**config.mk**
```make
export PLATFORM = sky130hd
export DESIGN_NAME = izh_front
export DESIGN_NICKNAME = d
export VERILOG_FILES = /design/src/hdl/izh_pkg.sv /design/src/hdl/izh_fifo.sv /design/src/hdl/izh_front.sv
export SDC_FILE = /design/constraint.sdc
export NUM_CORES = 1
export LEC_CHECK = 0
export ABC_AREA = 1
export BUFFER_PORTS_ARGS = -buffer_cell sky130_fd_sc_hd__buf_2
export CAP_MARGIN = 5
export CELL_PAD_IN_SITES_DETAIL_PLACEMENT = 0
export CELL_PAD_IN_SITES_GLOBAL_PLACEMENT = 2
export CORE_ASPECT_RATIO = 0.75
export CORE_MARGIN = 4
export CORE_UTILIZATION = 35
export DETAILED_ROUTE_END_ITERATION = 6
export PLACE_DENSITY = 0.83
export SKIP_CTS_REPAIR_TIMING = 1
export SYNTH_ARGS = -nofsm -noshare
export SYNTH_HDL_FRONTEND = slang
export SYNTH_SLANG_ARGS = --single-unit
```
**constraint.sdc**
```tcl
create_clock -name clk -period 8.3 [get_ports clk]
set_input_delay 2.49 -clock clk [delete_from_list [all_inputs] [get_ports clk]]
set_output_delay 2.49 -clock clk [all_outputs]
set_load 0.01 [all_outputs]
```
**src/hdl/izh_pkg.sv**
```systemverilog
// shared types, constants and saturation helper for the izhikevich neuron step block
`timescale 1ns / 1ps

package izh_pkg;

	// default build constants
	localparam int TICK_RATE_DEF   = 1024;
	localparam int QUEUE_DEPTH_DEF = 2;

	// ticks never exceed one millisecond, at most 65536 ticks
	localparam int TICKS_W = 17;
	localparam int DT_W    = 17;
	localparam int HALF_W  = 16;

	// request modes
	localparam logic MODE_TIME = 1'b0;
	localparam logic MODE_STIM = 1'b1;

	// Q16.16 model constants
	localparam logic signed [33:0] K_004  = 34'sd2621;
	localparam logic signed [33:0] K_02   = 34'sd13107;
	localparam logic signed [28:0] K_5    = 29'sd327680;
	localparam logic signed [44:0] K_140  = 45'sd9175040;
	localparam logic signed [31:0] V_PEAK = 32'sd1966080;
	localparam logic signed [31:0] V_REST = -32'sd4587520;
	localparam logic signed [31:0] U_REST = -32'sd917490;
	localparam logic [DT_W-1:0]    DT_MAX = 17'd65536;
	localparam logic [HALF_W-1:0]  H_MAX  = 16'd32768;

	// configuration register reset values
	localparam logic signed [31:0] A_RST = 32'sd1311;
	localparam logic signed [31:0] B_RST = 32'sd13107;
	localparam logic signed [31:0] C_RST = -32'sd4259840;
	localparam logic signed [31:0] D_RST = 32'sd524288;

	// saturation bounds
	localparam logic signed [67:0] SAT_HI = 68'sd2147483647;
	localparam logic signed [67:0] SAT_LO = -68'sd2147483648;

	typedef enum logic [1:0] {
		CFG_A = 2'd0,
		CFG_B = 2'd1,
		CFG_C = 2'd2,
		CFG_D = 2'd3
	} cfg_reg_t;

	typedef struct packed {
		logic signed [31:0] a;
		logic signed [31:0] b;
		logic signed [31:0] c;
		logic signed [31:0] d;
	} cfg_t;

	typedef struct packed {
		logic               mode;
		logic [31:0]        elapsed_ticks;
		logic [31:0]        drift_ticks;
		logic signed [31:0] current_amount;
	} in_item_t;

	typedef struct packed {
		logic               spiked;
		logic [31:0]        spike_time;
		logic [10:0]        ticks_taken;
		logic signed [31:0] membrane_potential;
	} out_item_t;

	// classified request handed from front to back
	typedef struct packed {
		logic               stim;
		logic [TICKS_W-1:0] ticks;
		logic [31:0]        stamp;
		logic signed [31:0] cur;
	} cmd_t;

	function automatic logic signed [31:0] sat32(input logic signed [67:0] x);
		logic signed [31:0] r;
		if (x > SAT_HI) begin
			r = 32'sh7fffffff;
		end else if (x < SAT_LO) begin
			r = 32'sh80000000;
		end else begin
			r = x[31:0];
		end
		return r;
	endfunction

endpackage

```
**src/hdl/izh_fifo.sv**
```systemverilog
// small register queue with full and empty flags
`timescale 1ns / 1ps

module izh_fifo
	import izh_pkg::*;
#(
	parameter int WIDTH = 8,
	parameter int DEPTH = QUEUE_DEPTH_DEF
) (
	input  logic             clk,
	input  logic             arst_n,
	input  logic             wr_en,
	input  logic [WIDTH-1:0] wr_data,
	output logic             full,
	input  logic             rd_en,
	output logic [WIDTH-1:0] rd_data,
	output logic             empty
);

	localparam int AW = (DEPTH > 1) ? $clog2(DEPTH) : 1;
	localparam int CW = $clog2(DEPTH + 1);

	logic [WIDTH-1:0] mem_q [DEPTH];
	logic [AW-1:0]    wptr_q;
	logic [AW-1:0]    rptr_q;
	logic [CW-1:0]    count_q;
	logic             wr_fire;
	logic             rd_fire;

	// flags and handshakes
	assign full    = (count_q == CW'(DEPTH));
	assign empty   = (count_q == '0);
	assign wr_fire = wr_en && !full;
	assign rd_fire = rd_en && !empty;
	assign rd_data = mem_q[rptr_q];

	// storage
	always_ff @(posedge clk) begin
		if (wr_fire) begin
			mem_q[wptr_q] <= wr_data;
		end
	end

	// pointers and fill count
	always_ff @(posedge clk or negedge arst_n) begin
		if (!arst_n) begin
			wptr_q  <= '0;
			rptr_q  <= '0;
			count_q <= '0;
		end else begin
			if (wr_fire) begin
				wptr_q <= (wptr_q == AW'(DEPTH - 1)) ? '0 : wptr_q + 1'b1;
			end
			if (rd_fire) begin
				rptr_q <= (rptr_q == AW'(DEPTH - 1)) ? '0 : rptr_q + 1'b1;
			end
			if (wr_fire && !rd_fire) begin
				count_q <= count_q + 1'b1;
			end else if (rd_fire && !wr_fire) begin
				count_q <= count_q - 1'b1;
			end
		end
	end

endmodule

```
**src/hdl/izh_front.sv**
```systemverilog
// request front end: clamps ticks, forms the spike stamp and queues commands
`timescale 1ns / 1ps

module izh_front
	import izh_pkg::*;
#(
	parameter int TICK_RATE   = TICK_RATE_DEF,
	parameter int QUEUE_DEPTH = QUEUE_DEPTH_DEF
) (
	input  logic     clk,
	input  logic     arst_n,
	input  logic     push,
	input  in_item_t item,
	output logic     full,
	input  logic     cmd_pop,
	output cmd_t     cmd,
	output logic     cmd_empty
);

	localparam logic [TICKS_W-1:0] TPM_C = TICKS_W'(TICK_RATE);

	cmd_t               cmd_in;
	logic [TICKS_W-1:0] ticks;

	// clamp elapsed time to one millisecond, stimulus advances nothing
	always_comb begin
		ticks = '0;
		if (item.mode == MODE_TIME) begin
			if (item.elapsed_ticks > 32'(TPM_C)) begin
				ticks = TPM_C;
			end else begin
				ticks = item.elapsed_ticks[TICKS_W-1:0];
			end
		end
		cmd_in.stim  = (item.mode == MODE_STIM);
		cmd_in.ticks = ticks;
		cmd_in.stamp = item.drift_ticks + 32'(ticks);
		cmd_in.cur   = item.current_amount;
	end

	// command queue towards the back end
	izh_fifo #(
		.WIDTH($bits(cmd_t)),
		.DEPTH(QUEUE_DEPTH)
	) u_cmd_q (
		.clk    (clk),
		.arst_n (arst_n),
		.wr_en  (push),
		.wr_data(cmd_in),
		.full   (full),
		.rd_en  (cmd_pop),
		.rd_data(cmd),
		.empty  (cmd_empty)
	);

endmodule

```
==> summary.txt <==
Clock tree
  • Worst-path clk slew: 0.07 ns
  • TritonCTS Sinks: 168
  • Clk buf depth: 2
  • Worst-skew pair later-pin latency: 0.43 ns
  • Htree depth: 4
  • Num CTS Buffers: 17
  • Root Buffer: clkbuf_16
  • CTS tree: built

Route
  • Initial DRC count: 406
  • Via density: 4.42
  • Via Count: 6103
  • Final ANT Viol Nets: 0
  • Wirelength per Cell: 15.1 µm
  • Remaining DRCs: 0
  • WL final: 20.8 mm
  • TritonRoute pass-1 iters: 5

Critical path
  • Crit Path Max Fanout: 68
  • Kind of critical path: reg -> out
  • Crit path top cell by count: nand2_1
  • Reg2reg path depth: 4
  • Crit-path cells: inv_2 > buf_4 > nand2_1 > nand2_1 > buf_2
  • Crit path required time: 5.81 ns
  • Data arrival, critical path: 2.70 ns
  • Worst Setup End Kind: primary output
  • Crit-path max cell delay: 0.67 ns
  • Crit start category: flip-flop
  • CP max stage cell: dfrtp_2

Floorplan
  • Row count: 47
  • Overall die height: 140 µm
  • Core area: 22300 µm²
  • # IOs: 185
  • Die width: 183 µm
  • Die area: 25600 µm²
  • Initial Util: 0.361

STA
  • Tmin final: 5.19 ns
  • Fin crit share: 0.625
  • Fin Setup TNS: 0 ns
  • Relative slew margins: 0.433
  • RSZ-0062 raised after global routing: false
  • Setup violators final: 0
  • Fmax: 193 MHz
  • Slew @ Worst Pin: 0.850 ns
  • Clock Skew: 0.0111 ns
  • Final hold vios: 0
  • Max Slew Vio Count: 0

Logic synthesis
  • Synth cell count leaders: nand2_1, edfxtp_1, inv_1
  • Synth Warn #: 0
  • Post-synthesis cell count: 867
  • Count leader, synth: nand2_1
  • Post-synth cell types: 27
  • Post-synth ARST share: 0.0238
  • Top-area cell type share of the netlist area: 0.610
  • Largest cells by area after synthesis: edfxtp_1, nand2_1, inv_1
  • Post-synth top area cell: edfxtp_1
  • Synthesized area per cell: 9.31 µm²
  • Post-Syn Area: 8080 µm²
  • Post-synthesis compound-gate area fraction: 0.0127
  • Flip-flop and latch count after synthesis: 168
  • XOR/XNOR share of the synthesized area: 0.0195
  • Largest family of logic cells by synthesized area: simple AND/OR/NAND/NOR gates
  • Ys flop type: edfxtp_1
  • Mux share of post-synthesis cell area: 0
  • Sequential fraction of the synthesis area: 0.622
  • Post-synth EDFFs: 164
  • Adder-Cell Fraction of Synth Area: 0.0304
  • Synth Area in Simple Gates: 0.263

Placed design
  • Inst Count DP: 1348
  • Final HPWL DP: 15.3 mm
  • Routability congestion estimate: 0.815
  • Number of buffers added on ports: 184

GRT
  • Initial antenna violation count: 0
  • Gr usage total: 0.164
  • Top Usage Layer GRT: met1
  • Gr ovfl total: 0
  • Vias in the first global route: 5736
  • First-pass GRT wire length: 32.1 mm
  • M1 GR Usage: 0.257
  • Met2 Resource Use GR: 0.226
  • Largest net degree at the start of global routing: 69
  • M3 GR Usage: 0.0438

Layout
  • Final layout net count: 1193
  • ANT cells: 0
  • Layout cells sized above 1: 0.215
  • Finished Layout Cells: 1380
  • Layout Area Growth over Synthesis: 24.0%
  • Filler cell count: 2223

Min path
  • Tightest Hold Check Type: reg -> reg
  • Worst Hold Depth: 1

Job
  • Max capacitance violation total: 0

Status
  • Status: complete, no violations

Power
  • Power per cell area: 298 nW/µm²
  • Pleak: 4.82 nW
  • VDD IR-drop max: 0.142 mV
[area by class of cell]
cell class	count	area, µm²	area share
repair buffers	188	951	0.0950
inverters	94	353	0.0352
well taps	294	368	0.0367
multi-input cells	604	2710	0.271
flip-flops and latches	168	5030	0.502
clock buffers	17	425	0.0425
clock inverters	15	181	0.0181
[worst paths after layout]
path                                                     start                             end  slack, ns
max in group asynchronous                               arst_n      u_cmd_q.rptr_q$_DFFE_PN0P_       6.31
min in group asynchronous                               arst_n  u_cmd_q.count_q[1]$_DFFE_PN0P_       1.85
worst min register to register  u_cmd_q.count_q[0]$_DFFE_PN0P_  u_cmd_q.count_q[0]$_DFFE_PN0P_       0.57
worst min-delay path            u_cmd_q.count_q[0]$_DFFE_PN0P_  u_cmd_q.count_q[0]$_DFFE_PN0P_       0.57
worst max-delay path                u_cmd_q.rptr_q$_DFFE_PN0P_                         cmd[48]       3.11
worst max register to register  u_cmd_q.count_q[1]$_DFFE_PN0P_  u_cmd_q.mem_q[1][62]$_DFFE_PP_       5.64
[sequential cells by signal, indices dropped and copies added (netlist names)]
signal / flops
u_cmd_q.count_q: 2
u_cmd_q.mem_q: 164
u_cmd_q.wptr_q: 1
u_cmd_q.rptr_q: 1
[stage by stage]
| step | utilization | total power, mW | hold WS (ns) | setup slack, ns | area (µm²) |
|---|---|---|---|---|---|
| 2_1_floorplan | - | 1.80 | 0.487 | 1.70 | 8140 |
| 3_5_place_dp | 0.421 | 2.24 | 0.561 | 2.89 | 9410 |
| 3_3_place_gp | 0.421 | 2.23 | 0.560 | 2.98 | 9410 |
| 4_1_cts | 0.448 | 3.04 | 0.577 | 3.07 | 10000 |
| 5_1_grt | 0.448 | 3.19 | 0.622 | 2.91 | 10000 |
| 6_report | 0.448 | 2.99 | 0.570 | 3.11 | 10000 |
[routing by layer]
metal / up-vias / share of wire
met5: - / 0
met4: 0 / 0.0059
met3: 11 / 0.072
met2: 190 / 0.40
met1: 2729 / 0.52
li1: 3173 / -
[worst max-delay path, delay by kind of cell (launching register included)]
family | cells | cell delay [ns]
AND/OR/NAND/NOR | 2 | 0.26
flip-flops | 1 | 0.67
buffers and inverters | 3 | 1.25
[layout by cell type, fill, tap and decap left out, drive strengths merged, types with 2 or more instances in the layout]
cell	netlist	routed
nand2	421	421
buf	0	188
edfxtp	164	164
inv	94	100
nor2	50	50
nand3	28	28
ha	18	18
conb	1	18
clkbuf	18	17
xor2	15	15
nor3	13	13
a21oi	10	10
nand4	8	8
clkinv	0	7
or2	6	6
o21ai	6	6
dfrtp	4	4
xnor2	3	3
o21bai	2	2
nand2b	2	2
[cell families (layout without fill, tap and decap cells)]
group / Yosys count / after routing
compound gates: 19 / 19
other cells: 1 / 18
xor+xnor: 18 / 18
simple gates: 530 / 530
buf+inv: 112 / 314
flops: 168 / 168
fa+ha+maj: 19 / 19
[where the power goes]
group	internal [mW]	leakage, nW	switching (mW)
Sequential	1.16	1.58	0.0727
Clock	0.432	0.293	0.364
Combinational	0.299	2.95	0.657
Total	1.89	4.82	1.09
Power figures use the tool's default switching activity.
