<file path="config.mk">
export PLATFORM = sky130hd
export DESIGN_NAME = izh_fifo
export DESIGN_NICKNAME = d
export VERILOG_FILES = /design/src/hdl/izh_pkg.sv /design/src/hdl/izh_fifo.sv
export SDC_FILE = /design/constraint.sdc
export NUM_CORES = 1
export LEC_CHECK = 0
export ABC_CLOCK_PERIOD_IN_PS = 1900
export BUFFER_PORTS_ARGS = -buffer_cell sky130_fd_sc_hd__buf_2
export CAP_MARGIN = 10
export CORE_MARGIN = 1.5
export CORE_UTILIZATION = 52
export CTS_BUF_LIST = sky130_fd_sc_hd__clkbuf_2
export DETAILED_ROUTE_END_ITERATION = 8
export PLACE_DENSITY = 0.8
export SYNTH_ARGS = -nofsm -noshare
export SYNTH_HDL_FRONTEND = slang
export SYNTH_SLANG_ARGS = --single-unit
</file>
<file path="constraint.sdc">
create_clock -name clk -period 1.9 [get_ports clk]
set_input_delay 0.095 -clock clk [delete_from_list [all_inputs] [get_ports clk]]
set_output_delay 0.095 -clock clk [all_outputs]
set_load 0.02 [all_outputs]
</file>
<file path="src/hdl/izh_pkg.sv">
// shared types, constants and saturation helper for the izhikevich neuron step block
`timescale 1ns / 1ps

package izh_pkg;

	// default build constants
	localparam int TICK_RATE_DEF   = 1024;
	localparam int QUEUE_DEPTH_DEF = 2;

	// ticks never exceed one millisecond, at most 65536 ticks
	localparam int TICKS_W = 17;
	localparam int DT_W    = 17;
	localparam int HALF_W  = 16;

	// request modes
	localparam logic MODE_TIME = 1'b0;
	localparam logic MODE_STIM = 1'b1;

	// Q16.16 model constants
	localparam logic signed [33:0] K_004  = 34'sd2621;
	localparam logic signed [33:0] K_02   = 34'sd13107;
	localparam logic signed [28:0] K_5    = 29'sd327680;
	localparam logic signed [44:0] K_140  = 45'sd9175040;
	localparam logic signed [31:0] V_PEAK = 32'sd1966080;
	localparam logic signed [31:0] V_REST = -32'sd4587520;
	localparam logic signed [31:0] U_REST = -32'sd917490;
	localparam logic [DT_W-1:0]    DT_MAX = 17'd65536;
	localparam logic [HALF_W-1:0]  H_MAX  = 16'd32768;

	// configuration register reset values
	localparam logic signed [31:0] A_RST = 32'sd1311;
	localparam logic signed [31:0] B_RST = 32'sd13107;
	localparam logic signed [31:0] C_RST = -32'sd4259840;
	localparam logic signed [31:0] D_RST = 32'sd524288;

	// saturation bounds
	localparam logic signed [67:0] SAT_HI = 68'sd2147483647;
	localparam logic signed [67:0] SAT_LO = -68'sd2147483648;

	typedef enum logic [1:0] {
		CFG_A = 2'd0,
		CFG_B = 2'd1,
		CFG_C = 2'd2,
		CFG_D = 2'd3
	} cfg_reg_t;

	typedef struct packed {
		logic signed [31:0] a;
		logic signed [31:0] b;
		logic signed [31:0] c;
		logic signed [31:0] d;
	} cfg_t;

	typedef struct packed {
		logic               mode;
		logic [31:0]        elapsed_ticks;
		logic [31:0]        drift_ticks;
		logic signed [31:0] current_amount;
	} in_item_t;

	typedef struct packed {
		logic               spiked;
		logic [31:0]        spike_time;
		logic [10:0]        ticks_taken;
		logic signed [31:0] membrane_potential;
	} out_item_t;

	// classified request handed from front to back
	typedef struct packed {
		logic               stim;
		logic [TICKS_W-1:0] ticks;
		logic [31:0]        stamp;
		logic signed [31:0] cur;
	} cmd_t;

	function automatic logic signed [31:0] sat32(input logic signed [67:0] x);
		logic signed [31:0] r;
		if (x > SAT_HI) begin
			r = 32'sh7fffffff;
		end else if (x < SAT_LO) begin
			r = 32'sh80000000;
		end else begin
			r = x[31:0];
		end
		return r;
	endfunction

endpackage

</file>
<file path="src/hdl/izh_fifo.sv">
// small register queue with full and empty flags
`timescale 1ns / 1ps

module izh_fifo
	import izh_pkg::*;
#(
	parameter int WIDTH = 8,
	parameter int DEPTH = QUEUE_DEPTH_DEF
) (
	input  logic             clk,
	input  logic             arst_n,
	input  logic             wr_en,
	input  logic [WIDTH-1:0] wr_data,
	output logic             full,
	input  logic             rd_en,
	output logic [WIDTH-1:0] rd_data,
	output logic             empty
);

	localparam int AW = (DEPTH > 1) ? $clog2(DEPTH) : 1;
	localparam int CW = $clog2(DEPTH + 1);

	logic [WIDTH-1:0] mem_q [DEPTH];
	logic [AW-1:0]    wptr_q;
	logic [AW-1:0]    rptr_q;
	logic [CW-1:0]    count_q;
	logic             wr_fire;
	logic             rd_fire;

	// flags and handshakes
	assign full    = (count_q == CW'(DEPTH));
	assign empty   = (count_q == '0);
	assign wr_fire = wr_en && !full;
	assign rd_fire = rd_en && !empty;
	assign rd_data = mem_q[rptr_q];

	// storage
	always_ff @(posedge clk) begin
		if (wr_fire) begin
			mem_q[wptr_q] <= wr_data;
		end
	end

	// pointers and fill count
	always_ff @(posedge clk or negedge arst_n) begin
		if (!arst_n) begin
			wptr_q  <= '0;
			rptr_q  <= '0;
			count_q <= '0;
		end else begin
			if (wr_fire) begin
				wptr_q <= (wptr_q == AW'(DEPTH - 1)) ? '0 : wptr_q + 1'b1;
			end
			if (rd_fire) begin
				rptr_q <= (rptr_q == AW'(DEPTH - 1)) ? '0 : rptr_q + 1'b1;
			end
			if (wr_fire && !rd_fire) begin
				count_q <= count_q + 1'b1;
			end else if (rd_fire && !wr_fire) begin
				count_q <= count_q - 1'b1;
			end
		end
	end

endmodule

</file>
==> impl_metrics.toml, run 1 <==
[status]
outcome = "complete, no violations"

[clocking]
cts_made_buffers = 3
cts-root-buf = "clkbuf_2"
clk_latency_ps = 300
cts_tree = "yes"
cts_setup_buffers = 0
ctsLongestPathBuffers = 2
path_clk_slew_ps = 160
cts.sinks = 20
htree_levels = 1

[worst_setup_path]
cp_max_fo = 9
slowest_delay_ps = 600
cp-end-kind = "output pin"
worstPathRequired_ps = 1800
worst-setup-path-type = "reg -> out"
cpMaxStageDelayCell = "dfrtp_1"
rr_worst_depth = 6
critical_path.cell_chain = "mux2_2 -> buf_2"
crit_path_start_kind = "register"
cp_data_arrival_time_ps = 1420

[cells_and_area]
multi_input_area_um2 = 188.9
seq_area_um2 = 580.6
fin_nets = 92
drive_gt1_share_pct = 38.46
postLayoutCellArea_um2 = 1018
fill_cells = 79
area_growth_syn_to_layout_pct = 30.24
n_antenna_cell = 0

[global_routing]
grtUsageTotal_pct = 17.70
grt_pass1_vias = 499
grt_pass1_wl_um = 2235
grt_max_degree = 12
antenna_found_initial = 0
overflow = 0

[synthesis]
async_flop_share_pct = 20.00
synth-seq-cells = 20
yosysTopAreaCellShare_pct = 61.44
synth_top_area_cell = "edfxtp_1"
synth_area_leaders = "edfxtp_1, dfrtp_1, mux2_1"
avgSynthCellArea_um2 = 17.77
syn_nets = 57
seq_area_frac_synth_pct = 74.24
syn_inst = 44
synth_edf_count = 16
ys_types = 15
yosysMostFrequentCell = "edfxtp_1"
synthTopCellsByCount = "edfxtp_1, mux2_1, dfrtp_1"
ys_warn_count = 0
synth_top_flop_cell = "edfxtp_1"
syn-cell-area_um2 = 782.0

[floorplan]
io_pins = 22
rows = 13
die_h_um = 41.78
die-area_um2 = 1746
die_x_um = 41.78
initial_utilization_pct = 57.92
coreArea_um2 = 1350

[sta]
worst_slew_pin_slew_ps = 402.1
rsz0062_at_grt = "no"
finClkSkew_ps = 7.462
finalSetupTns_ps = 0
finalCritPeriodShare_pct = 79.98
fin_hold_ws_ps = 72.82
maxSlewViolCount = 0
finalSetupViolCount = 0
fmax_ghz = 0.6581
min_period_ps = 1520
slew_headroom_pct = 73.19
final-hold-violation-count = 0

[detailed_routing]
final_antenna_net_count = 0
first_pass_iters = 4
drc = 0
drtIter0Drc = 6
viasPerCell = 4.796
vias = 446
wl_per_cell_um = 13.56
wirelength_um = 1261

[power]
irDropWorstVdd_mv = 0.8901
power_density_nw_per_um2 = 1395
leakage_nw = 0.4336
power_mw = 1.420

[place]
port_buffers = 21
gp_congestion = 0.6669
post-dp-hpwl_um = 842.2
dpl_cell_area_um2 = 908.4

[worst_hold_path]
hold_class = "in -> reg"
whs_path_depth = 3

[flow_run]
maxCapViolations = 0
-- what timing repair did --
item                                    CTS  global route
resized for setup                         0             0
hold buffers                              9             0
endpoints found under the setup margin    0             0
hold endpoints to repair                 20             0
-- path summary, 6_finish.rpt --
check                                       startpoint                     end  slack (ps)
min in group asynchronous                       arst_n  count_q[0]$_DFFE_PN0P_         150
worst max register to register  count_q[0]$_DFFE_PN0P_  count_q[1]$_DFFE_PN0P_         400
max in group asynchronous                       arst_n      rptr_q$_DFFE_PN0P_        1640
worst min-delay path                             wr_en      wptr_q$_DFFE_PN0N_          70
worst min register to register  count_q[1]$_DFFE_PN0P_  count_q[1]$_DFFE_PN0P_         530
worst max-delay path                rptr_q$_DFFE_PN0P_              rd_data[2]         380
-- report_power, final --
part	internal, mW	leakage (nW)	switching (mW)	total (mW)
Combinational	0.247	0.222	0.297	0.544
Clock	0.0558	0.0166	0.114	0.170
Sequential	0.612	0.195	0.0955	0.707
-- logic make-up (layout without fill, tap and decap cells) --
group / Yosys count / count (layout) / share of synthesized area, %
flops: 20 / 20 / 74.24
mux: 8 / 8 / 11.52
simple gates: 6 / 6 / 3.841
xor+xnor: 5 / 5 / 6.561
buf+inv: 3 / 37 / 1.600
fa+ha+maj: 1 / 1 / 1.600
compound gates: 1 / 1 / 0.6394
-- metrics by stage --
| stage | std cells | utilization [%] | worst slack, ps |
|---|---|---|---|
| after global placement | 80 | 67.28 | 419.7 |
| final | 93 | 75.44 | 380.4 |
| after floorplan | 44 | - | 507.9 |
| after CTS | 93 | 75.44 | 344.8 |
| after detailed placement | 80 | 67.28 | 427.8 |
| after global routing | 93 | 75.44 | 273.4 |
-- critical path: cells and delay by family (launching register included) --
kind,cells,cell delay (ps)
buffers and inverters,1,160
DFF,1,600
muxes,1,380
-- per-layer routing --
metal | vias to the layer above | GRT usage, % | routed length, um | part of all wire [%]
li1 | 225 | - | - | -
met1 | 208 | 22.22 | 539 | 43
met3 | 0 | 4.348 | 50 | 4.0
met4 | 0 | 7.742 | 0 | 0
met5 | - | 0 | 0 | 0
met2 | 13 | 29.06 | 672 | 53
-- cell usage in the layout, fill, tap and decap left out --
cell	instances
and3_1	1
buf_2	21
buf_4	1
clkbuf_2	4
dfrtp_1	4
dlygate4sd3_1	9
edfxtp_1	16
ha_1	1
inv_1	2
mux2_1	6
mux2_2	2
nand2_2	1
nand2b_1	1
nor2_1	3
o21ai_1	1
xnor2_1	2
xnor2_2	1
xor2_1	2
-- final cells by class --
type                       count  area share [%]
inverter                       2          0.7371
timing repair buffer          31           19.90
sequential                    20           57.00
clock buffer                   4           1.966
multi-input combinational     21           18.55
tap                           15           1.843
-- registers in the layout, indices dropped and copies added (netlist names) --
name and cells:
count_q 2, mem_q 16, rptr_q 1, wptr_q 1
Power figures use the tool's default switching activity.
==> inputs of run 2 (changes only) <==
- ABC_CLOCK_PERIOD_IN_PS: 1900 -> 1500
- clock period: 1.9 -> 1.5 ns (I/O delays scaled with it)
==> run 2 against run 1 <==
Compared with the run above:
- sequential cell count unchanged
- combinational power increased by 52%
- die area unchanged
- clock power increased by 130%
- worst hold slack got worse by 32 ps
- cell area increased by 6.8%
- global-route usage increased by 1.5 points
- highest routed layer is now met4
- via count increased by 5.8%
- clock-buffer cell count decreased by 1
- first-iteration DRC count decreased by 67%
- final cell count increased by 4.3%
- register-to-register slack got worse by 360 ps
- critical endpoint is now count_q[1]$_DFFE_PN0P_
==> impl_metrics.toml, run 2 (synthesized netlist as in run 1, its figures left out) <==
[cells_and_area]
largest_registers = "mem_q (16), count_q (2)"
layout_commonest_cell = "buf_2"
final_cell_mix = "buf_2, edfxtp_1, dlygate4sd3_1"
fin_nets = 96
area_growth_syn_to_layout_pct = 39.04
drive_gt1_share_pct = 46.34
largest_reg_flops = 16
finalNonFillerCells = 97
top_register = "mem_q"
utilization_pct = 80.54
n_antenna_cell = 0

[detailed_routing]
wl_per_cell_um = 15.66
final_antenna_net_count = 0
wirelength_um = 1519
viasPerCell = 4.866
drtIter0Drc = 2
top_layer_used = "met4"
drt-met1-wl_um = 558
wl_met2_um = 873
first_pass_iters = 4
drc = 0
vias = 472
wl_met3_um = 66

[place]
post-dp-hpwl_um = 847.1
gp_congestion = 0.6571
placed_cells = 82
port_buffers = 21

[global_routing]
antenna_found_initial = 0
grt_max_degree = 13
grtUsageTotal_pct = 19.19
grt_pass1_vias = 518
grt_pass1_wl_um = 2415
overflow = 0

[worst_hold_path]
hold_class = "in -> reg"

[worst_setup_path]
cp_data_arrival_time_ps = 1670
crit_path_start_kind = "register"
cp_max_fo = 4
cp-end-kind = "register"
worstPathRequired_ps = 1710
worst-setup-path-type = "reg -> reg"

[clocking]
path_clk_slew_ps = 180
cts_tree = "yes"
clk_latency_ps = 310
cts-root-buf = "clkbuf_2"
cts.sinks = 20
ctsLongestPathBuffers = 2
cts_made_buffers = 3
htree_levels = 1

[power]
power_mw = 2.120
irDropWorstVdd_mv = 1.303
leakage_nw = 0.4680
power_density_nw_per_um2 = 1950

[sta]
worst_slew_pin_slew_ps = 394.7
finalSetupViolCount = 0
fmax_ghz = 0.6840
finClkSkew_ps = 5.297
fin_hold_ws_ps = 41.27
finalCritPeriodShare_pct = 97.47
final-hold-violation-count = 0
min_period_ps = 1462
maxSlewViolCount = 0
slew_headroom_pct = 73.69

[floorplan]
die-area_um2 = 1746
initial_utilization_pct = 57.92
die_h_um = 41.78
coreArea_um2 = 1350
die_x_um = 41.78
rows = 13
io_pins = 22

[status]
outcome = "complete, no violations"

[flow_run]
maxCapViolations = 0
[run 2: cell types whose count changed in the layout (fill, tap and decap cells not counted)]
cell	change
o21ai_1	-1
bufinv_16	+1
o21ai_2	+1
clkbuf_2	-1
dfrtp_2	+2
dfrtp_1	-2
nand2b_4	+1
buf_4	+4
nand2b_1	-1
[run 2: stage by stage]
stage               TNS [ps]  instance area [um^2]  setup WS (ps)
finish                     0                  1087          37.96
global route          -8.487                  1087         -8.487
CTS                        0                  1060          77.06
detailed placement         0                 923.4          121.2
global placement           0                 923.4          155.7
floorplan                  0                 782.0          107.9
[run 2: critical path, stage by stage, from the launching register on]
cell     delay (ps)
dfrtp_1         420
buf_4           160
o21ai_2         180
ha_1            210
xor2_1          210
nor2_1           70
xor2_1          140
[run 2: power by group]
part | switching [mW] | internal [mW] | total, mW
clock network | 0.157 | 0.230 | 0.387
logic | 0.438 | 0.392 | 0.829
registers | 0.123 | 0.781 | 0.904
total | 0.718 | 1.40 | 2.12
[run 2: metal layers]
layer  vias to the layer above  global-route usage, %
met4                         0                  5.806
li1                        233                      -
met1                       216                  21.32
met2                        19                  36.25
met3                         4                  3.913
met5                         -                      0
[run 2: what timing repair did]
action                                  CTS  global route
hold endpoints to repair                 20             0
buffers inserted                          0             2
pin swaps                                 0             1
gates cloned                              0             0
hold buffers                              9             0
endpoints found under the setup margin    8             1
resized for setup                         1             3
[run 2: layout make-up]
class	count	area (um^2)
clock buffers	3	15.01
multi-input cells	21	200.2
flip-flops and latches	20	583.1
repair buffers	35	232.7
clock inverters	1	30.03
inverters	2	7.507
well taps	15	18.77
fillers	75	262.8
[run 2: path summary, 6_finish.rpt]
| path | startpoint | cells after the start | slack [ps] | end |
|---|---|---|---|---|
| setup / recovery | count_q[0]$_DFFE_PN0P_ | 6 | 40 | count_q[1]$_DFFE_PN0P_ |
| hold / removal | wr_en | 3 | 40 | wptr_q$_DFFE_PN0N_ |
| setup reg to reg | count_q[0]$_DFFE_PN0P_ | 6 | 40 | count_q[1]$_DFFE_PN0P_ |
| hold reg to reg | wptr_q$_DFFE_PN0N_ | 1 | 550 | wptr_q$_DFFE_PN0N_ |
| max in group asynchronous | arst_n | 2 | 1290 | count_q[1]$_DFFE_PN0P_ |
| min in group asynchronous | arst_n | 2 | 70 | wptr_q$_DFFE_PN0N_ |
